**src/hdl/nkps_ram.sv**
```systemverilog
module nkps_ram #(
   parameter int WIDTH = 8,
   parameter int DEPTH = 16
) (
   input  logic                                          clock,
   input  logic                                          en,
   input  logic                                          we,
   input  logic [((DEPTH > 1) ? $clog2(DEPTH) : 1)-1:0] addr,
   input  logic [WIDTH-1:0]                              wdata,
   output logic [WIDTH-1:0]                              rdata
);

   logic [WIDTH-1:0] mem_ff [DEPTH];
   logic [WIDTH-1:0] rdata_ff;

   always_ff @(posedge clock) begin
      if (en) begin
         if (we) begin
            mem_ff[addr] <= wdata;
         end else begin
            rdata_ff <= mem_ff[addr];
         end
      end
   end

   assign rdata = rdata_ff;

endmodule

```
**config.mk**
```make
export PLATFORM = sky130hd
export DESIGN_NAME = nkps_ram
export DESIGN_NICKNAME = d
export VERILOG_FILES = /design/src/hdl/nkps_ram.sv
export SDC_FILE = /design/constraint.sdc
export NUM_CORES = 1
export LEC_CHECK = 0
export BUFFER_PORTS_ARGS = -buffer_cell sky130_fd_sc_hd__buf_4
export CAP_MARGIN = 5
export CORE_MARGIN = 2
export CORE_UTILIZATION = 56
export CTS_CLUSTER_DIAMETER = 50
export DETAILED_ROUTE_END_ITERATION = 12
export PLACE_DENSITY = 0.8
export REMOVE_ABC_BUFFERS = 1
export SYNTH_ARGS = -nofsm -noshare
export SYNTH_HDL_FRONTEND = slang
export SYNTH_SLANG_ARGS = --single-unit
export TNS_END_PERCENT = 50
```
**constraint.sdc**
```tcl
create_clock -name clock -period 4.17 [get_ports clock]
set_clock_uncertainty 0.05 [all_clocks]
set_input_delay 0.834 -clock clock [delete_from_list [all_inputs] [get_ports clock]]
set_output_delay 0.834 -clock clock [all_outputs]
set_load 0.02 [all_outputs]
```
# --- After elaboration in Yosys (flattened, before gate mapping) ---
# Memories as Yosys holds them, arrays and structs flattened. A register that Yosys moved wholly into a read port is not among the register bits.
# Index checks and enable logic that the tools add are counted.
classes:
  n_addsub: 0
  n_mul: 0
  div_mod_pow: 0
  order_cmp: 0
  n_eq_ne: 0
  shift: 0
  n_mux: 3
  n_bitwise: 1
  n_reduce_logical: 1
ops:
  columns: ["cell", "n"]
  rows:
  - ["two-way mux 1 bit", 3]
  - ["AND reduction 2 bit", 1]
  - ["inverter 1 bit", 1]
word_totals:
  ff_bits: 0
  latchBits: 0
  mem_bits_rw: 128
  rom_bits: 0
  input_bits: 15
  out_inout_bits: 8
  elab_cells: 6
  mem_count: 1
mem_list:
  columns: ["memory", "words", "word_bits", "rd", "rd_clocked_by_memory_dff", "wr", "line_no", "rtl"]
  rows:
  - ["mem_ff", 16, 8, 1, 1, 1, "13", "logic [WIDTH-1:0] mem_ff [DEPTH];"]

# --- Depth between registers and ports, before layout ---
logic_depth:
  word_depth: 3
  mapped_depth: 5
  depth_no_buf: 3

# --- Least setup slack after synthesis ---
# No wires, ideal clock.
synth_timing:
  path_kind: "in2reg"
  start: "input port addr[0] in the netlist's numbering"
  end: "memory mem_ff[0][0], enable pin"
  setup_time_ns: 0.383
  arrival_ns: 2.173
  required_ns: 3.737
  path_slack_ns: 1.564
  path_stages: 4
  n_path_buf: 2
  path_cell_list: "buf_6 > buf_2 > or3_1 > nor3_1"
synth_rtl:
  columns: ["element", "line_no", "rtl"]
  rows:
  - ["start, declared", "8", "input logic [((DEPTH > 1) ? $clog2(DEPTH) : 1)-1:0] addr,"]
  - ["end, declared", "13", null]
# No word-level cell before the write port.

==> results_dict.tcl <==
set metrics [dict create \
    post_layout_nonfiller_instances 390 \
    cp.depth 4 \
    report.final.setup_viol 0 \
    num_cts_buffers 17 \
    slowest_delay_ps 690 \
    cellInternalPower_uw 2430 \
    grt_antenna_before_repair 0 \
    clock_sink_count 136 \
    wirelength_mm 9.84 \
    timing.final.crit_share_pct 55.3 \
    antenna_left 0 \
    detailed_place_hpwl_mm 5.84 \
    drive_above_1_share_pct 25.8 \
    clock_power_share_pct 46.0 \
    final_cell_area_sq_mm 0.00606 \
    portBuffers 22 \
    timing.critical_path.fanout_max 36 \
    power.switching_fraction_pct 21.0 \
    fp.dieW_microns 101 \
    clk-insertion-delay-late_ps 520 \
    synth.avg_cell_area_sq_um 22.4 \
    crit_buf_inv 1 \
    cp_data_required_time_ps 4360 \
    cts.reportedPaths.clkPinSlew_ps 60 \
    slew_violations 0 \
    total_leakage_power_uw 0.00200 \
    worst_setup_path_end_kind "flop" \
    dr.first_iter.drc_count 216 \
    ioPinCount 23 \
    instance_count_after_placement_with_tap_cells_included 358 \
    rsz0062_at_grt "false" \
    hold_slack_ps 591 \
    syn_inst 234 \
    r2r.worst_path.cells 3 \
    post_synth_instance_area_sq_mm 0.00524 \
    grt_remaining_overflow 0 \
    final.setup.tns_ps 0 \
    timing.max_cap.violations 0 \
    syn2layout_area_growth_pct 15.7 \
    clock_tree.root_cell "sky130_fd_sc_hd__clkbuf_8" \
    timing.critical_path.from_type "input port" \
    placed_area_sq_mm 0.00549 \
    max_vdd_drop_uv 307 \
    criticalPathCategory "input port to flop" \
    finalCoreUtilization_pct 66.2 \
    timing.final.crit_period_ps 2300 \
    hold_path_depth 1 \
    grt_use_met1_pct 28.6 \
    use_met3_pct 7.00 \
    gp_routability_congestion 0.934 \
    synth.lib_cells_used.distinct 18 \
    post-route-drc-count 0 \
    grt_pass1_vias 2487 \
    cts_max_path_buffers 2 \
    clock_tree_from_tritoncts "built" \
    power.net_switching_uw 645 \
    grt_use_met2_pct 33.5 \
    timing.critical_path.cells "buf_4 -> mux4_1 -> a22oi_1 -> nand2_1" \
    routedWlPerCell_microns 25.2 \
    synth_seq_area_share_pct 78.0 \
    grt.total_usage_pct 21.6 \
    cellPowerDensity_mw_per_mm2 508 \
    share_seq_of_total_power_pct 49.7 \
    die_span_in_y_microns 101 \
    tightest_slew_ps 834 \
    slew_headroom_pct 44.2 \
    effective_utilization_at_floorplan_pct 57.2 \
    cts.repair.resized 0 \
    worst_path_max_delay_cell "sky130_fd_sc_hd__mux4_1" \
    cts-hold-fix-buffers 0 \
    grt_first_pass_wirelength_mm 14.9 \
    yosys_register_bits 136 \
    rows 35 \
    finish.net_count 281 \
    worst_hold_path_type "input port to flop" \
    die_area_sq_mm 0.0101 \
    ys.warnings.count 0 \
    p_comb_share_pct 4.3 \
    post_cts.repair.setup_buffers 0 \
    cts_max_level 4 \
    top_usage_layer "met2" \
    floorplan.core_area_sq_mm 0.00915 \
    first_pass_iters 5 \
    routed_via_density 6.33 \
    outcome "completed" \
    grt_start_max_net_pins 37 \
    vias 2469 \
    cpLargestDelayFamily "multiplexers" \
    hold_viol_final 0 \
    timing.fmax_mhz 434 \
    critPathArrivalTime_ps 2500 \
    antenna_cells 0 \
]
## Yosys cell counts, drive strengths merged
cell | n | area, sq um
edfxtp | 136 | 4080
mux4 | 32 | 781
a22oi | 16 | 120
nor2 | 13 | 48.8
nand2 | 10 | 37.5
buf | 8 | 60.1
clkbuf | 5 | 18.8
nor3 | 4 | 20.0
nor2b | 3 | 18.8
nand2b | 2 | 12.5
nand4b | 2 | 17.5
and2 | 1 | 6.26
nand4 | 1 | 6.26
or3 | 1 | 6.26
## metal layers
metal  wire length, microns  up-vias
met1                   3880     1261
met2                   4970      124
met5                      0        -
met3                    756       20
met4                    241        0
li1                       -     1064
## flip-flops by register name, indices dropped and copies added, names as in the netlist
| name | count |
|---|---|
| mem_ff | 128 |
| rdata | 8 |
## worst register-to-register path: cells and delay by family (launching register included)
kind             cells  cell delay, ps
AO/OA/AOI/OAI        1             340
multiplexers         1             550
AND/OR/NAND/NOR      1             140
flip-flops           1             370
## layout by cell type, fill, tap and decap left out, drive strengths merged
cell type	Yosys	final
bufinv	0	2
a22oi	16	16
edfxtp	136	136
or3	1	1
nand2	10	10
inv	0	3
nor3	4	4
nor2	13	13
clkbuf	5	19
mux4	32	32
and2	1	1
nor2b	3	3
clkinvlp	0	5
clkinv	0	3
nand4	1	1
nand2b	2	2
buf	8	26
nand4b	2	2
## path summary, 6_finish.rpt
check	start	to	slack (ps)
min	wdata[1]	mem_ff[1][1]	590
max reg2reg	mem_ff[2][1]	rdata[1]	2450
max	addr[0]	rdata[1]	1870
min reg2reg	mem_ff[10][4]	rdata[4]	720
## through the flow
| stage | setup WS (ps) | total power (uW) |
|---|---|---|
| 2_1_floorplan | 1870 | 1620 |
| 3_3_place_gp | 1400 | 1680 |
| 3_5_place_dp | 1320 | 1690 |
| 4_1_cts | 1870 | 3090 |
| 5_1_grt | 1760 | 3160 |
| 6_report | 1870 | 3080 |
## cell type report
class	instances	area, sq um
Clock inverter	13	146
Multi-Input combinational cell	85	1070
Timing Repair Buffer	26	195
Tap cell	111	139
Fill cell	563	3090
Sequential cell	136	4080
Clock buffer	19	422
## power groups by stage
stage                     sequential [uW]  combinational [uW]  clock, uW
after floorplan                      1560                55.5          0
after global placement               1560                 127          0
after detailed placement             1560                 131          0
after CTS                            1530                 132       1430
after global routing                 1530                 142       1490
final                                1530                 132       1420
## cell families after synthesis
family          Yosys count  share of synthesized area (%)
compound gates           16                           2.29
mux                      32                           14.9
flops                   136                           78.0
simple gates             37                           3.32
buf+inv                  13                           1.50
No activity file was read; power rests on OpenSTA's default activity.
