File: src/hdl/nkps_pkg.sv
package nkps_pkg;

   // table and slot sizing
   localparam int TABLE_DEPTH = 256;
   localparam int MAX_SLOTS   = 16;

   localparam int ADDR_W = (TABLE_DEPTH > 1) ? $clog2(TABLE_DEPTH) : 1;
   localparam int ENT_W  = $clog2(TABLE_DEPTH + 1);
   localparam int SLOT_W = (MAX_SLOTS > 1) ? $clog2(MAX_SLOTS) : 1;
   localparam int CNT_W  = $clog2(MAX_SLOTS + 1);

   // item field widths
   localparam int COORD_W       = 24;
   localparam int INDEX_FIELD_W = 8;
   localparam int SLOT_FIELD_W  = 4;
   localparam int PT_W          = 3 * COORD_W;
   localparam int DIFF_W        = COORD_W + 1;
   localparam int SQ_W          = 2 * COORD_W + 1;
   localparam int DIST_W        = SQ_W + 1;

   // configuration registers
   localparam int LAMP_W     = 9;
   localparam int ACT_W      = 5;
   localparam int CSR_IDX_W  = 8;
   localparam int CSR_DATA_W = 9;

   localparam logic [CSR_IDX_W-1:0] CSR_LAMP_COUNT    = 8'd0;
   localparam logic [CSR_IDX_W-1:0] CSR_ACTIVE_LIGHTS = 8'd1;

   localparam logic FUNC_LOAD  = 1'b0;
   localparam logic FUNC_QUERY = 1'b1;

   // cycles from the last table read until the ranked list is settled
   localparam int DRAIN_CYC = 4;
   localparam int DRAIN_W   = $clog2(DRAIN_CYC + 1);

   typedef struct packed {
      logic                      func;
      logic [INDEX_FIELD_W-1:0]  entry_index;
      logic signed [COORD_W-1:0] coord_x;
      logic signed [COORD_W-1:0] coord_y;
      logic signed [COORD_W-1:0] coord_z;
      logic                      night;
   } req_item_type;

   typedef struct packed {
      logic [SLOT_FIELD_W-1:0]   slot;
      logic                      visible;
      logic [INDEX_FIELD_W-1:0]  point_index;
      logic signed [COORD_W-1:0] point_x;
      logic signed [COORD_W-1:0] point_y;
      logic signed [COORD_W-1:0] point_z;
      logic                      last;
   } rsp_item_type;

   // table read tag travelling alongside the read data
   typedef struct packed {
      logic              valid;
      logic [ADDR_W-1:0] index;
   } issue_type;

   // scored candidate handed to the ranking list
   typedef struct packed {
      logic              valid;
      logic [ADDR_W-1:0] index;
      logic [DIST_W-1:0] dist_sq;
   } cand_type;

endpackage

File: src/hdl/nkps_rank.sv
module nkps_rank (
   input  logic                                                  clock,
   input  logic                                                  reset,
   input  logic                                                  clear,
   input  nkps_pkg::cand_type                                    cand,
   output logic [nkps_pkg::MAX_SLOTS-1:0][nkps_pkg::ADDR_W-1:0] best_idx
);

   logic [nkps_pkg::MAX_SLOTS-1:0]                       valid_ff, valid_in;
   logic [nkps_pkg::MAX_SLOTS-1:0]                       lt;
   logic [nkps_pkg::MAX_SLOTS-1:0][nkps_pkg::DIST_W-1:0] dist_ff, dist_in;
   logic [nkps_pkg::MAX_SLOTS-1:0][nkps_pkg::ADDR_W-1:0] idx_ff, idx_in;

   // Sorted list, nearest first. A strict compare keeps ties behind the
   // earlier (lower) index. lt is a thermometer: every slot at or after the
   // insert point sees it set.
   for (genvar j = 0; j < nkps_pkg::MAX_SLOTS; j++) begin : g_slot
      assign lt[j] = !valid_ff[j] || (cand.dist_sq < dist_ff[j]);
      if (j == 0) begin : g_head
         always_comb begin
            dist_in[j]  = dist_ff[j];
            idx_in[j]   = idx_ff[j];
            valid_in[j] = valid_ff[j];
            if (clear) begin
               valid_in[j] = 1'b0;
            end else if (cand.valid && lt[j]) begin
               dist_in[j]  = cand.dist_sq;
               idx_in[j]   = cand.index;
               valid_in[j] = 1'b1;
            end
         end
      end else begin : g_tail
         always_comb begin
            dist_in[j]  = dist_ff[j];
            idx_in[j]   = idx_ff[j];
            valid_in[j] = valid_ff[j];
            if (clear) begin
               valid_in[j] = 1'b0;
            end else if (cand.valid && lt[j]) begin
               // shift down from the neighbor, or take the new entry here
               if (lt[j-1]) begin
                  dist_in[j] = dist_ff[j-1];
                  idx_in[j]  = idx_ff[j-1];
               end else begin
                  dist_in[j] = cand.dist_sq;
                  idx_in[j]  = cand.index;
               end
               valid_in[j] = valid_ff[j] | valid_ff[j-1] | !lt[j-1];
            end
         end
      end
   end

   always_ff @(posedge clock) begin
      if (reset) begin
         valid_ff <= '0;
      end else begin
         valid_ff <= valid_in;
      end
      dist_ff <= dist_in;
      idx_ff  <= idx_in;
   end

   assign best_idx = idx_ff;

endmodule
File: config.mk
export PLATFORM = sky130hd
export DESIGN_NAME = nkps_rank
export DESIGN_NICKNAME = d
export VERILOG_FILES = /design/src/hdl/nkps_pkg.sv /design/src/hdl/nkps_rank.sv
export SDC_FILE = /design/constraint.sdc
export NUM_CORES = 2
export LEC_CHECK = 0
export BUFFER_PORTS_ARGS = -buffer_cell sky130_fd_sc_hd__buf_2
export CORE_MARGIN = 3
export CORE_UTILIZATION = 65
export DETAILED_ROUTE_END_ITERATION = 12
export PLACE_DENSITY = 0.8
export SLEW_MARGIN = 20
export SYNTH_ARGS = -nofsm -noshare
export SYNTH_HDL_FRONTEND = slang
export SYNTH_SLANG_ARGS = --single-unit
File: constraint.sdc
create_clock -name clock -period 14 [get_ports clock]
set_clock_uncertainty 0.1 [all_clocks]
set_input_delay 0 -clock clock [delete_from_list [all_inputs] [get_ports clock]]
set_output_delay 0 -clock clock [all_outputs]
set_load 0.01 [all_outputs]
== Word level (Yosys, flattened, before mapping) ==
Cells that the tools add are included.
Storage, ports and cells
  word-level logic and storage cells: 205
  input bits: 62
  output and inout bits: 128
  bits in registers: 944
Cells by class
  bitwise operators: 31
  order comparisons: 16
  mux-type cells: 30
  reductions and logical operators: 80
Operators with widths (number)
  50-bit less-than comparator: 16
  50-bit two-way mux: 15
  8-bit two-way mux: 15
  2-bit AND reduction: 16
  1-bit zero test: 31
  1-bit bitwise OR: 30
  1-bit logical AND: 16
  1-bit logical OR: 16
  2-bit OR reduction: 1
  1-bit NOT: 1

== Depth between registers and ports, before layout ==
  depth after elaboration: 4
  mapped depth: 11
  depth with buffers taken out: 9

== Worst setup path after synthesis ==
No wires, ideal clock.
  path kind: register -> register
  start: reg dist_ff[765] in the netlist's numbering
  end: reg idx_ff (netlist bit best_idx[120]) (enable)
  stages on the path, launching flop included: 10
  setup time: 562 ps
  required time: 13338 ps
  path slack: 7561 ps
  arrival time: 5776 ps
  period minus slack after synthesis: 6439 ps
  cells stage by stage: edfxtp_1 -> inv_1 -> ha_1 -> a21o_1 -> a21o_1 -> a21oi_1 -> o21ai_0 -> a221oi_1 -> o221ai_1 -> a21boi_0
Between the ends
  word-level cells in the longest chain between the ends: 4
Ends and longest elaborated chain
  start: declaration: line nkps_rank.sv:11  | logic [nkps_pkg::MAX_SLOTS-1:0][nkps_pkg::DIST_W-1:0] dist_ff, dist_in;
  start signal: assignment: line nkps_rank.sv:60  | dist_ff <= dist_in;
  50-bit less-than comparator: line nkps_rank.sv:18  | assign lt[j] = !valid_ff[j] || (cand.dist_sq < dist_ff[j]);
  1-bit logical OR: line nkps_rank.sv:18
  1-bit logical AND: line nkps_rank.sv:39  | end else if (cand.valid && lt[j]) begin
  2-bit AND reduction (no source line)
  end signal: assignment: line nkps_rank.sv:61  | idx_ff <= idx_in;
  end: declaration: line nkps_rank.sv:12  | logic [nkps_pkg::MAX_SLOTS-1:0][nkps_pkg::ADDR_W-1:0] idx_ff, idx_in;
No other way between the ends.
A chain may end at the register's enable or synchronous reset.

== Worst setup path in the final report ==
  start: in cand[17] in the netlist's numbering
  end: reg dist_ff[237] in the netlist's numbering (enable)
Between the ends
  word-level cells in the longest chain between the ends: 4
Ends and longest elaborated chain
  start: declaration: line nkps_rank.sv:5  | input nkps_pkg::cand_type cand,
  50-bit less-than comparator: line nkps_rank.sv:18
  1-bit logical OR: line nkps_rank.sv:18
  1-bit logical AND: line nkps_rank.sv:39
  2-bit AND reduction (no source line)
No other way between the ends.

==> flow_summary.toml <==
[outcome]
status = "completed"

[final_layout]
fin_nets = 5897
fillers = 5920
multi_input_area_um2 = 26800
drive_above_1_share_pct = 25.14
layout_common_cells = "edfxtp_1, mux2_2, inv_1, ha_1, a21oi_1"
syn_to_final_growth_pct = 10.49
final_common_cell = "edfxtp_1"
area.sequential_um2 = 28190

[route]
wl_per_cell_um = 23.04
drt_pass1_iterations = 5
vias_per_cell = 6.195
wirelength_um = 145300
drt.antenna.violating_nets = 0
drcViolationCount = 0
num_vias = 39061
drtIter0Drc = 2818

[synthesis]
synth-seq-cells = 944
ys.warnings.count = 0
synth_flop_cell = "edfxtp_1"
synth_cell_types = 64
synthArstFlopShare_pct = 0
avgSynthCellArea_um2 = 12.16
synth_seq_area_share_pct = 48.21
netlist_area_um2 = 58460
synth-edff-count = 928
synth_cells = 4808
syn_nets = 5654

[sta]
max_slew.worst_pin.slew_ns = 1.224
fmax_mhz = 195.1
slew-limit-headroom_pct = 17.57
rsz0062_at_grt = "false"
min_period_over_period_pct = 36.61
hold_viol_final = 0
drv_slew = 0
tns_ns = 0
setup_viol = 0
setup_slack_ns = 8.875
fin_crit_ns = 5.125
hold_ws_ns = 0.1636

[cts]
clockBufferDepth = 3
cts_tree = "yes"
cts_setup_buffers = 0
numCtsBuffers = 102
htree_levels = 3
clock_latency_ns = 0.69
clkSinkCount = 944
cts_hold_buf = 62
ctsResizeCount = 0
cts_root_buffer = "clkbuf_16"
cts.clk_slew.worst_paths_ns = 0.06

[grt]
antenna_found_initial = 1
grt_max_degree = 60
grt_usage_pct = 30.85
grt_pass1_wl_um = 224700
grt_pass1_vias = 40522
globalRouteOverflowTotal = 0

[floorplan]
start_util_pct = 65.85
core-area_um2 = 88780
die_area_um2 = 93580
io_pins = 190
die_x_um = 305.9
dieHeight_um = 305.9
placementRows = 109

[worst_setup_path]
critPathBufInv = 3
max_stage_delay_ns = 0.94
worst-endpoint-arrival_ns = 5.32
path_max_fanout = 59
cp_slowest_cell = "and2_4"
cpMostUsedCell = "o21ai_0"
cp-end-kind = "flop"
cp_top_family = "compound AO/OA/AOI/OAI gates"
critPathKind = "in2reg"
crit_chain = "dlygate4sd3_1 -> buf_2 -> ha_1 -> a21oi_1 -> o21ai_0 -> a2111oi_0 -> o21ai_0 -> a32oi_1 -> a21boi_4 -> buf_4 -> and2_4"
cp-start-kind = "input pin"
required_ns = 14.20

[place]
gp_congestion = 0.9100
pre_cts_ws_ns = 8.796
port_buffers = 189
dp_hpwl_um = 99040

[pwr]
peakVddDrop_uv = 114.7
power_leakage_nw = 28.06
p_per_area_nw_per_um2 = 104.5

[job]
drv_cap = 0

[hold_path]
hold_path.class = "in2reg"
[worst paths after layout]
| kind | start | to | slack (ns) | cells past startpoint |
|---|---|---|---|---|
| worst max register to register | dist_ff[217] | dist_ff[237] | 8.93 | 10 |
| worst max-delay path | cand[17] | dist_ff[237] | 8.88 | 11 |
| worst min register to register | valid_ff[15] | valid_ff[15] | 0.45 | 2 |
| worst min-delay path | cand[51] | best_idx[1] | 0.16 | 2 |
[routing by layer]
layer | share of wire (%) | wire, µm | track usage (%) | vias up
li1 | - | - | - | 18156
met1 | 38 | 55690 | 36.93 | 19313
met2 | 50 | 72810 | 54.26 | 1199
met3 | 6.2 | 9054 | 5.167 | 393
met4 | 5.3 | 7705 | 14.98 | 0
met5 | 0 | 0 | 0 | -
[sequential cells by signal, indices dropped and copies added, names as in the netlist]
name and count:
dist_ff 800, valid_ff 16, best_idx 128
[worst register-to-register path, stage by stage (launching register included)]
cell and delay (ns):
edfxtp_1 0.38, inv_1 0.09, ha_1 0.25, a21oi_1 0.14, o21ai_0 0.18, a2111oi_0 0.75, o21ai_0 0.40, a32oi_1 0.37
a21boi_4 0.22, buf_4 0.77, and2_4 0.98
[Yosys cell counts (22+ instances only)]
master	instances	area, µm²
edfxtp_1	928	27870
mux2_2	858	9662
inv_1	793	2977
ha_1	784	9809
a21oi_1	324	1622
nand2_1	206	773.2
o21ai_0	115	575.6
nand4_1	104	650.6
nor2_1	84	315.3
clkbuf_1	79	296.5
nand3_1	70	350.3
a21o_1	53	397.9
buf_2	50	250.2
a211oi_1	28	210.2
nor3_1	27	135.1
nor4_1	22	137.6
[where the power goes]
| part | total [mW] | switching (mW) | internal (mW) |
|---|---|---|---|
| Clock | 2.69 | 1.16 | 1.52 |
| Combinational | 0.774 | 0.482 | 0.292 |
| Sequential | 3.29 | 0.0559 | 3.23 |
[final cells by class]
class	instances	area share (%)
antenna	1	0.003874
clock buffer	131	4.213
clock inverter	61	0.8620
inverter	793	4.608
multi-input combinational	2916	41.50
sequential	944	43.64
tap	1165	2.257
timing repair buffer	294	2.921
[through the flow]
step / std cells / total power, mW / util [%] / area [µm²]
final: 6305 / 6.751 / 72.75 / 64590
after CTS: 6304 / 6.764 / 72.74 / 64580
after floorplan: 4808 / 3.796 / - / 58460
after detailed placement: 6050 / 4.094 / 68.35 / 60680
after global placement: 6049 / 4.050 / 68.33 / 60660
after global routing: 6304 / 6.976 / 72.75 / 64590
[cells by family after synthesis]
group / after synthesis / share of synthesized area, %
buf+inv: 948 / 6.277
simple gates: 597 / 5.070
mux: 870 / 16.82
flops: 944 / 48.21
fa+ha+maj: 784 / 16.78
compound gates: 665 / 6.844
(Power assumes the default switching activity.)
