### config.mk
export PLATFORM = sky130hd
export DESIGN_NAME = nkps_dist
export DESIGN_NICKNAME = d
export VERILOG_FILES = /design/src/hdl/nkps_pkg.sv /design/src/hdl/nkps_dist.sv
export SDC_FILE = /design/constraint.sdc
export NUM_CORES = 2
export LEC_CHECK = 0
export BUFFER_PORTS_ARGS = -buffer_cell sky130_fd_sc_hd__buf_2
export CAP_MARGIN = 15
export CORE_ASPECT_RATIO = 0.5
export CORE_UTILIZATION = 55
export DETAILED_ROUTE_END_ITERATION = 8
export PLACE_DENSITY = 0.83
export RECOVER_POWER = 100
export SETUP_SLACK_MARGIN = 0.05
export SKIP_LAST_GASP = 1
export SYNTH_ARGS = -nofsm -noshare
export SYNTH_HDL_FRONTEND = slang
export SYNTH_SLANG_ARGS = --single-unit
### constraint.sdc
create_clock -name clock -period 9.96 [get_ports clock]
set_input_delay 0.996 -clock clock [delete_from_list [all_inputs] [get_ports clock]]
set_output_delay 0.996 -clock clock [all_outputs]
set_load 0.01 [all_outputs]
### src/hdl/nkps_pkg.sv
package nkps_pkg;

   // table and slot sizing
   localparam int TABLE_DEPTH = 256;
   localparam int MAX_SLOTS   = 16;

   localparam int ADDR_W = (TABLE_DEPTH > 1) ? $clog2(TABLE_DEPTH) : 1;
   localparam int ENT_W  = $clog2(TABLE_DEPTH + 1);
   localparam int SLOT_W = (MAX_SLOTS > 1) ? $clog2(MAX_SLOTS) : 1;
   localparam int CNT_W  = $clog2(MAX_SLOTS + 1);

   // item field widths
   localparam int COORD_W       = 24;
   localparam int INDEX_FIELD_W = 8;
   localparam int SLOT_FIELD_W  = 4;
   localparam int PT_W          = 3 * COORD_W;
   localparam int DIFF_W        = COORD_W + 1;
   localparam int SQ_W          = 2 * COORD_W + 1;
   localparam int DIST_W        = SQ_W + 1;

   // configuration registers
   localparam int LAMP_W     = 9;
   localparam int ACT_W      = 5;
   localparam int CSR_IDX_W  = 8;
   localparam int CSR_DATA_W = 9;

   localparam logic [CSR_IDX_W-1:0] CSR_LAMP_COUNT    = 8'd0;
   localparam logic [CSR_IDX_W-1:0] CSR_ACTIVE_LIGHTS = 8'd1;

   localparam logic FUNC_LOAD  = 1'b0;
   localparam logic FUNC_QUERY = 1'b1;

   // cycles from the last table read until the ranked list is settled
   localparam int DRAIN_CYC = 4;
   localparam int DRAIN_W   = $clog2(DRAIN_CYC + 1);

   typedef struct packed {
      logic                      func;
      logic [INDEX_FIELD_W-1:0]  entry_index;
      logic signed [COORD_W-1:0] coord_x;
      logic signed [COORD_W-1:0] coord_y;
      logic signed [COORD_W-1:0] coord_z;
      logic                      night;
   } req_item_type;

   typedef struct packed {
      logic [SLOT_FIELD_W-1:0]   slot;
      logic                      visible;
      logic [INDEX_FIELD_W-1:0]  point_index;
      logic signed [COORD_W-1:0] point_x;
      logic signed [COORD_W-1:0] point_y;
      logic signed [COORD_W-1:0] point_z;
      logic                      last;
   } rsp_item_type;

   // table read tag travelling alongside the read data
   typedef struct packed {
      logic              valid;
      logic [ADDR_W-1:0] index;
   } issue_type;

   // scored candidate handed to the ranking list
   typedef struct packed {
      logic              valid;
      logic [ADDR_W-1:0] index;
      logic [DIST_W-1:0] dist_sq;
   } cand_type;

endpackage

### src/hdl/nkps_dist.sv
module nkps_dist (
   input  logic                              clock,
   input  logic                              reset,
   input  nkps_pkg::issue_type               issue,
   input  logic [nkps_pkg::PT_W-1:0]         rdata,
   input  logic signed [nkps_pkg::COORD_W-1:0] qx,
   input  logic signed [nkps_pkg::COORD_W-1:0] qy,
   output nkps_pkg::cand_type                cand
);

   nkps_pkg::issue_type tag1_ff, tag2_ff, tag3_ff;
   nkps_pkg::issue_type tag2_in, tag3_in;
   nkps_pkg::cand_type  cand_ff, cand_in;

   logic signed [nkps_pkg::COORD_W-1:0]  px, py;
   logic signed [nkps_pkg::DIFF_W-1:0]   dx_ff, dy_ff, dx_in, dy_in;
   logic signed [2*nkps_pkg::DIFF_W-1:0] prod_x, prod_y;
   logic [nkps_pkg::SQ_W-1:0]            sqx_ff, sqy_ff, sqx_in, sqy_in;

   // stage 1: difference against the query location
   always_comb begin
      px      = rdata[nkps_pkg::COORD_W-1:0];
      py      = rdata[2*nkps_pkg::COORD_W-1:nkps_pkg::COORD_W];
      dx_in   = {px[nkps_pkg::COORD_W-1], px} - {qx[nkps_pkg::COORD_W-1], qx};
      dy_in   = {py[nkps_pkg::COORD_W-1], py} - {qy[nkps_pkg::COORD_W-1], qy};
      tag2_in = tag1_ff;
   end

   // stage 2: square each axis
   always_comb begin
      prod_x  = dx_ff * dx_ff;
      prod_y  = dy_ff * dy_ff;
      sqx_in  = prod_x[nkps_pkg::SQ_W-1:0];
      sqy_in  = prod_y[nkps_pkg::SQ_W-1:0];
      tag3_in = tag2_ff;
   end

   // stage 3: sum of squares
   always_comb begin
      cand_in.valid   = tag3_ff.valid;
      cand_in.index   = tag3_ff.index;
      cand_in.dist_sq = nkps_pkg::DIST_W'(sqx_ff) + nkps_pkg::DIST_W'(sqy_ff);
   end

   always_ff @(posedge clock) begin
      if (reset) begin
         tag1_ff.valid <= 1'b0;
         tag2_ff.valid <= 1'b0;
         tag3_ff.valid <= 1'b0;
         cand_ff.valid <= 1'b0;
      end else begin
         tag1_ff.valid <= issue.valid;
         tag2_ff.valid <= tag2_in.valid;
         tag3_ff.valid <= tag3_in.valid;
         cand_ff.valid <= cand_in.valid;
      end
      tag1_ff.index   <= issue.index;
      tag2_ff.index   <= tag2_in.index;
      tag3_ff.index   <= tag3_in.index;
      cand_ff.index   <= cand_in.index;
      cand_ff.dist_sq <= cand_in.dist_sq;
      dx_ff           <= dx_in;
      dy_ff           <= dy_in;
      sqx_ff          <= sqx_in;
      sqy_ff          <= sqy_in;
   end

   assign cand = cand_ff;

endmodule

# Word-level counts from Yosys, hierarchy flattened

Cells that the tools add are included.

Memory bits (writable): 0
Memory bits (read-only): 0
Bits of input ports: 131
Memories kept: 0
Register bits: 234
Output and inout bits: 59
Bits in latches: 0
Logic and storage cells: 18

$mul: 2
Shift-type cells: 0
Equality and inequality tests: 0
Add/subtract/negate cells: 3
Bitwise operators: 0
Divide/modulo/power cells: 0
Multiplexer cells: 0
Reduce and logical (&&, ||, !) cells: 0
Magnitude comparators: 0

Operators with widths:

| cell             | count |
|---|---|
| $mul A25 B25 Y49 | 2 |
| $add A49 B49 Y50 | 1 |
| $sub A24 B24 Y25 | 2 |

# Longest topological paths before layout

Depth after elaboration: 1
Gate-level depth with buffers: 28
Mapped depth without buffers: 26

# Least setup slack after synthesis

Ideal clock, no wire load.

Kind: register to register
Start: register dx_ff[24] (netlist bit)
End: register sqx_ff[48] (netlist bit)
Required time: 9.839 ns
Stages on the path, launching flop included: 24
Arrival time: 7.009 ns
Path buffers: 2
Clock period less this slack: 7.130 ns
Slack: 2.830 ns
Cell sequence: dfxtp_1 clkbuf_1 clkbuf_1 nand2_1 inv_1 fa_1 fa_1 inv_1 fa_1 inv_1 fa_1 fa_1 fa_1 fa_1 ha_1 a21oi_1 o21bai_1 a21o_1 a21o_1 a21oi_1 o21ai_0 a211o_1 o31a_1 xnor2_1

Cells in the longest elaborated chain, start to end: 1

Ends and longest elaborated chain:

| what                      | line            | source |
|---|---|---|
| start, declared           | nkps_dist.sv:16 | `logic signed [nkps_pkg::DIFF_W-1:0] dx_ff, dy_ff, dx_in, dy_in;` |
| start signal, assigned    | nkps_dist.sv:62 | `dx_ff <= dx_in;` |
| $mul A25 B25 Y49          | nkps_dist.sv:31 | `prod_x = dx_ff * dx_ff;` |
| named net prod_x, one bit | nkps_dist.sv:17 | `logic signed [2*nkps_pkg::DIFF_W-1:0] prod_x, prod_y;` |
| end signal, assigned      | nkps_dist.sv:64 | `sqx_ff <= sqx_in;` |
| end, declared             | nkps_dist.sv:18 | `logic [nkps_pkg::SQ_W-1:0] sqx_ff, sqy_ff, sqx_in, sqy_in;` |

The timed path passes the listed nets, and every way through them passes these cells.
A chain may end at the register's enable or synchronous reset.

# Worst setup path in the final report

Start: register dy_ff[2] (netlist bit)
End: register sqy_ff[43] (netlist bit)

Cells in the longest elaborated chain, start to end: 1

Ends and longest elaborated chain:

| what                      | line            | source |
|---|---|---|
| start, declared           | nkps_dist.sv:16 |  |
| start signal, assigned    | nkps_dist.sv:63 | `dy_ff <= dy_in;` |
| $mul A25 B25 Y49          | nkps_dist.sv:32 | `prod_y = dy_ff * dy_ff;` |
| named net prod_y, one bit | nkps_dist.sv:17 |  |
| end signal, assigned      | nkps_dist.sv:65 | `sqy_ff <= sqy_in;` |
| end, declared             | nkps_dist.sv:18 |  |

The timed path passes the listed nets, and every way through them passes these cells.

==> results.md <==
* Run status: completed
* Storage cell area at 4640 um^2
* Total Negative Setup Slacks at 0 ns
* Met2 Use GR at 44.6%
* Start point of the critical path: dy_ff[2]
* Worst Path Arrival at 9.17 ns
* Predominant post-synthesis flop cell: sky130_fd_sc_hd__dfxtp_1
* Insertion delay of the later-clocked pin in the worst-skew pair at 0.60 ns
* Number of failing setup endpoints in the final timing report at 0
* Number of enable-type register cells in the synthesized netlist at 0
* Initial core utilization at 55.9%
* Post-CTS resize count at 0
* Final Hold Fails at 0
* Number of clock sinks at 232
* Shortest clock period the worst path allows after layout at 8.67 ns
* Sort of element at the start of the critical path: flop
* First-pass GRT wire length at 197 mm
* Area used by multi-input combinational logic at 38900 um^2
* CTS HTree Levels at 1
* Final weighted congestion of routability-driven global placement at 0.929
* Proportion of layout cells with a drive suffix above 1 at 4.22%
* Relative area change from synthesis to final layout at 5.70%
* Fill cell count at 7247
* Die X at 427 um
* Final count of pins violating max slew at 0
* Synth Area per Inst at 9.64 um^2
* CTS buffer count at 25
* Post-Synthesis Net Count at 6882
* Hold-fix buffers at CTS at 0
* Crit Reg-Reg Startpoint: dy_ff[2]
* Residual overflow from global routing at 0
* Clock-pin transition on the worst setup and hold timing paths at 0.06 ns
* DRC violations left at 0
* GRT Max-Usage Layer: met2
* Routed via count at 34200
* Post-Synthesis Cell Area at 49700 um^2
* Total number of yosys warnings at 0
* Slew headroom at 4.49%
* Port-buffer cells at 165
* Top area cells in the synthesized netlist: sky130_fd_sc_hd__fa_1, sky130_fd_sc_hd__inv_1, sky130_fd_sc_hd__ha_1
* Largest area contributor in the synthesized netlist: sky130_fd_sc_hd__fa_1
* Met3 Resource Use GR at 5.96%
* Netlist cell types at 85
* Worst setup path class: reg2reg
* Number of register bits inferred by synthesis at 232
* Core ar. at 88900 um^2
* Max clock buf depth at 3
* Vertical die dimension at 215 um
* Share of the cycle needed by the critical path after routing at 87.0%
* Critical path data required time at 10.46 ns
* Most frequent cells in the layout: sky130_fd_sc_hd__inv_1, sky130_fd_sc_hd__fa_1, sky130_fd_sc_hd__nand2_1, sky130_fd_sc_hd__ha_1, sky130_fd_sc_hd__and2_1
* Maximum number of pins on one net before global-route repair at 35
* RSZ-0062 raised after global routing: no
* Share of the yosys chip area belonging to registers at 9.34%
* Post-DR vias/cell at 5.29
* Share of the synthesized area in the top cell type at 48.2%
* Average routed wire per standard cell at 18.1 um
* Worst setup skew after layout at 0.0330 ns
* Maximum operating frequency at 115 MHz
* Share of flip-flops with an asynchronous set or reset after synthesis at 0%
* Antenna violations before repair at 3
* Most common cell after layout, fill and taps aside: sky130_fd_sc_hd__inv_1
* DIE AREA at 91700 um^2
* Met1 capacity usage during global routing at 36.2%
* Total wirelength of the detailed-routed design at 117 mm
* Tot GR Track Use at 27.0%
* DPL Wire Length at 97.7 mm
* Hold WC Path Type: reg2reg
* Detailed Route Iter0 Violations at 2263
* Min-delay src: tag2_ff[7]
* Placement row count at 77
* CTS tree: built
* Gate count after technology mapping at 5157
* Worst Path Max Fanout at 16
* I/O pin cnt at 190
* First drt pass iteration count at 6
* Post-CTS Setup Inserts at 0
* Antenna-violating nets left at 0
* Element type at the critical path end: flop
* Number of global-route vias before repair at 38900
* Maximum capacitance violations at 0
* Worst-margin pin slew at 1.43 ns
* Clock root buffer: sky130_fd_sc_hd__clkbuf_16
* NumNets Final at 6994
==> layer usage <==
| layer | wire length (um) | vias to the layer above | share of wire, % |
|---|---|---|---|
| li1 | - | 15400 | - |
| met1 | 47600 | 17200 | 41 |
| met2 | 55700 | 1384 | 48 |
| met3 | 10600 | 227 | 9.0 |
| met4 | 3090 | 0 | 2.6 |
| met5 | 0 | - | 0 |
==> final timing paths <==
| check | endpoint | slack [ns] | depth (start not counted) |
|---|---|---|---|
| worst max register to register | sqy_ff[43] | 1.29 | 24 |
| worst min-delay path | cand_in[57] | 0.33 | 0 |
| worst max-delay path | sqy_ff[43] | 1.29 | 24 |
| worst min register to register | cand_in[57] | 0.33 | 0 |
==> cells by family after synthesis <==
group	share of synthesized area [%]
AOI/OAI and AO/OA	6.32
xor gates and xnor gates	3.56
adders and majority gates	58.2
DFF	9.34
and+or+nand+nor	10.3
buffers and inverters	12.2
muxes	0.101
==> through the flow <==
step / util, % / worst slack, ns / hold WS, ns / instances / instance area [um^2]
3_5_place_dp: 58.4 / 1.95 / 0.312 / 6427 / 51900
6_report: 59.1 / 1.29 / 0.326 / 6472 / 52600
4_1_cts: 59.3 / 1.88 / 0.327 / 6470 / 52800
5_1_grt: 59.1 / 1.04 / 0.330 / 6470 / 52600
2_1_floorplan: - / 2.83 / 0.310 / 5157 / 49700
3_3_place_gp: 58.4 / 2.08 / 0.310 / 6427 / 51900
==> sequential cells by signal, indices dropped and copies added, names as in the netlist <==
register / flops
sqy_ff: 48
dx_ff: 25
cand_in: 9
tag2_ff: 9
dy_ff: 25
tag1_ff: 9
sqx_ff: 48
cand: 59
==> cells in the mapped netlist, types with 6 or more instances <==
library cell and count:
sky130_fd_sc_hd__inv_1 1461, sky130_fd_sc_hd__fa_1 1198, sky130_fd_sc_hd__nand2_1 404, sky130_fd_sc_hd__ha_1 396
sky130_fd_sc_hd__and2_1 253, sky130_fd_sc_hd__dfxtp_1 232, sky130_fd_sc_hd__nor2_1 171, sky130_fd_sc_hd__xnor2_1 150
sky130_fd_sc_hd__a21oi_1 135, sky130_fd_sc_hd__clkbuf_1 122, sky130_fd_sc_hd__o21ai_0 87, sky130_fd_sc_hd__a21o_1 75
sky130_fd_sc_hd__nor2b_1 57, sky130_fd_sc_hd__xor2_1 52, sky130_fd_sc_hd__nand3_1 39, sky130_fd_sc_hd__nor3_1 31
sky130_fd_sc_hd__nand2b_1 29, sky130_fd_sc_hd__a211oi_1 20, sky130_fd_sc_hd__o21a_1 17, sky130_fd_sc_hd__and3_1 15
sky130_fd_sc_hd__nand4_1 14, sky130_fd_sc_hd__o21bai_1 12, sky130_fd_sc_hd__a31oi_1 11, sky130_fd_sc_hd__o211ai_1 11
sky130_fd_sc_hd__o21ai_1 11, sky130_fd_sc_hd__o31ai_1 11, sky130_fd_sc_hd__or2_2 11, sky130_fd_sc_hd__nor4_1 9
sky130_fd_sc_hd__or3_1 7, sky130_fd_sc_hd__a211o_1 6, sky130_fd_sc_hd__a221oi_1 6, sky130_fd_sc_hd__buf_4 6
==> worst max-delay path: stages, from the launching register on <==
cell and delay [ns]:
sky130_fd_sc_hd__dfxtp_1 0.71, sky130_fd_sc_hd__clkbuf_1 0.83, sky130_fd_sc_hd__nand2_1 0.26, sky130_fd_sc_hd__fa_1 0.56
sky130_fd_sc_hd__inv_1 0.06, sky130_fd_sc_hd__fa_1 0.53, sky130_fd_sc_hd__fa_1 0.55, sky130_fd_sc_hd__inv_1 0.05
sky130_fd_sc_hd__fa_1 0.49, sky130_fd_sc_hd__inv_1 0.06, sky130_fd_sc_hd__fa_1 0.49, sky130_fd_sc_hd__fa_1 0.49
sky130_fd_sc_hd__inv_1 0.05, sky130_fd_sc_hd__fa_1 0.48, sky130_fd_sc_hd__inv_1 0.05, sky130_fd_sc_hd__ha_1 0.35
sky130_fd_sc_hd__a21o_1 0.20, sky130_fd_sc_hd__a21o_1 0.17, sky130_fd_sc_hd__a221oi_1 0.60, sky130_fd_sc_hd__a31oi_1 0.38
sky130_fd_sc_hd__a22o_4 0.34, sky130_fd_sc_hd__o211ai_1 0.32, sky130_fd_sc_hd__o21bai_1 0.18, sky130_fd_sc_hd__a31oi_1 0.26
sky130_fd_sc_hd__xnor2_1 0.14
==> final cells by class <==
cell class	count	share of cell area [%]
antenna	2	0.00952
clock buffer	30	1.30
clock inverter	13	0.348
inverter	1464	10.5
multi-input combinational	3327	74.1
sequential	232	8.84
tap	1185	2.82
timing repair buffer	219	2.16
Power is left out: the tool's default activity adds up to more than one toggle a clock period on the data nets, which glitch-free logic cannot reach.
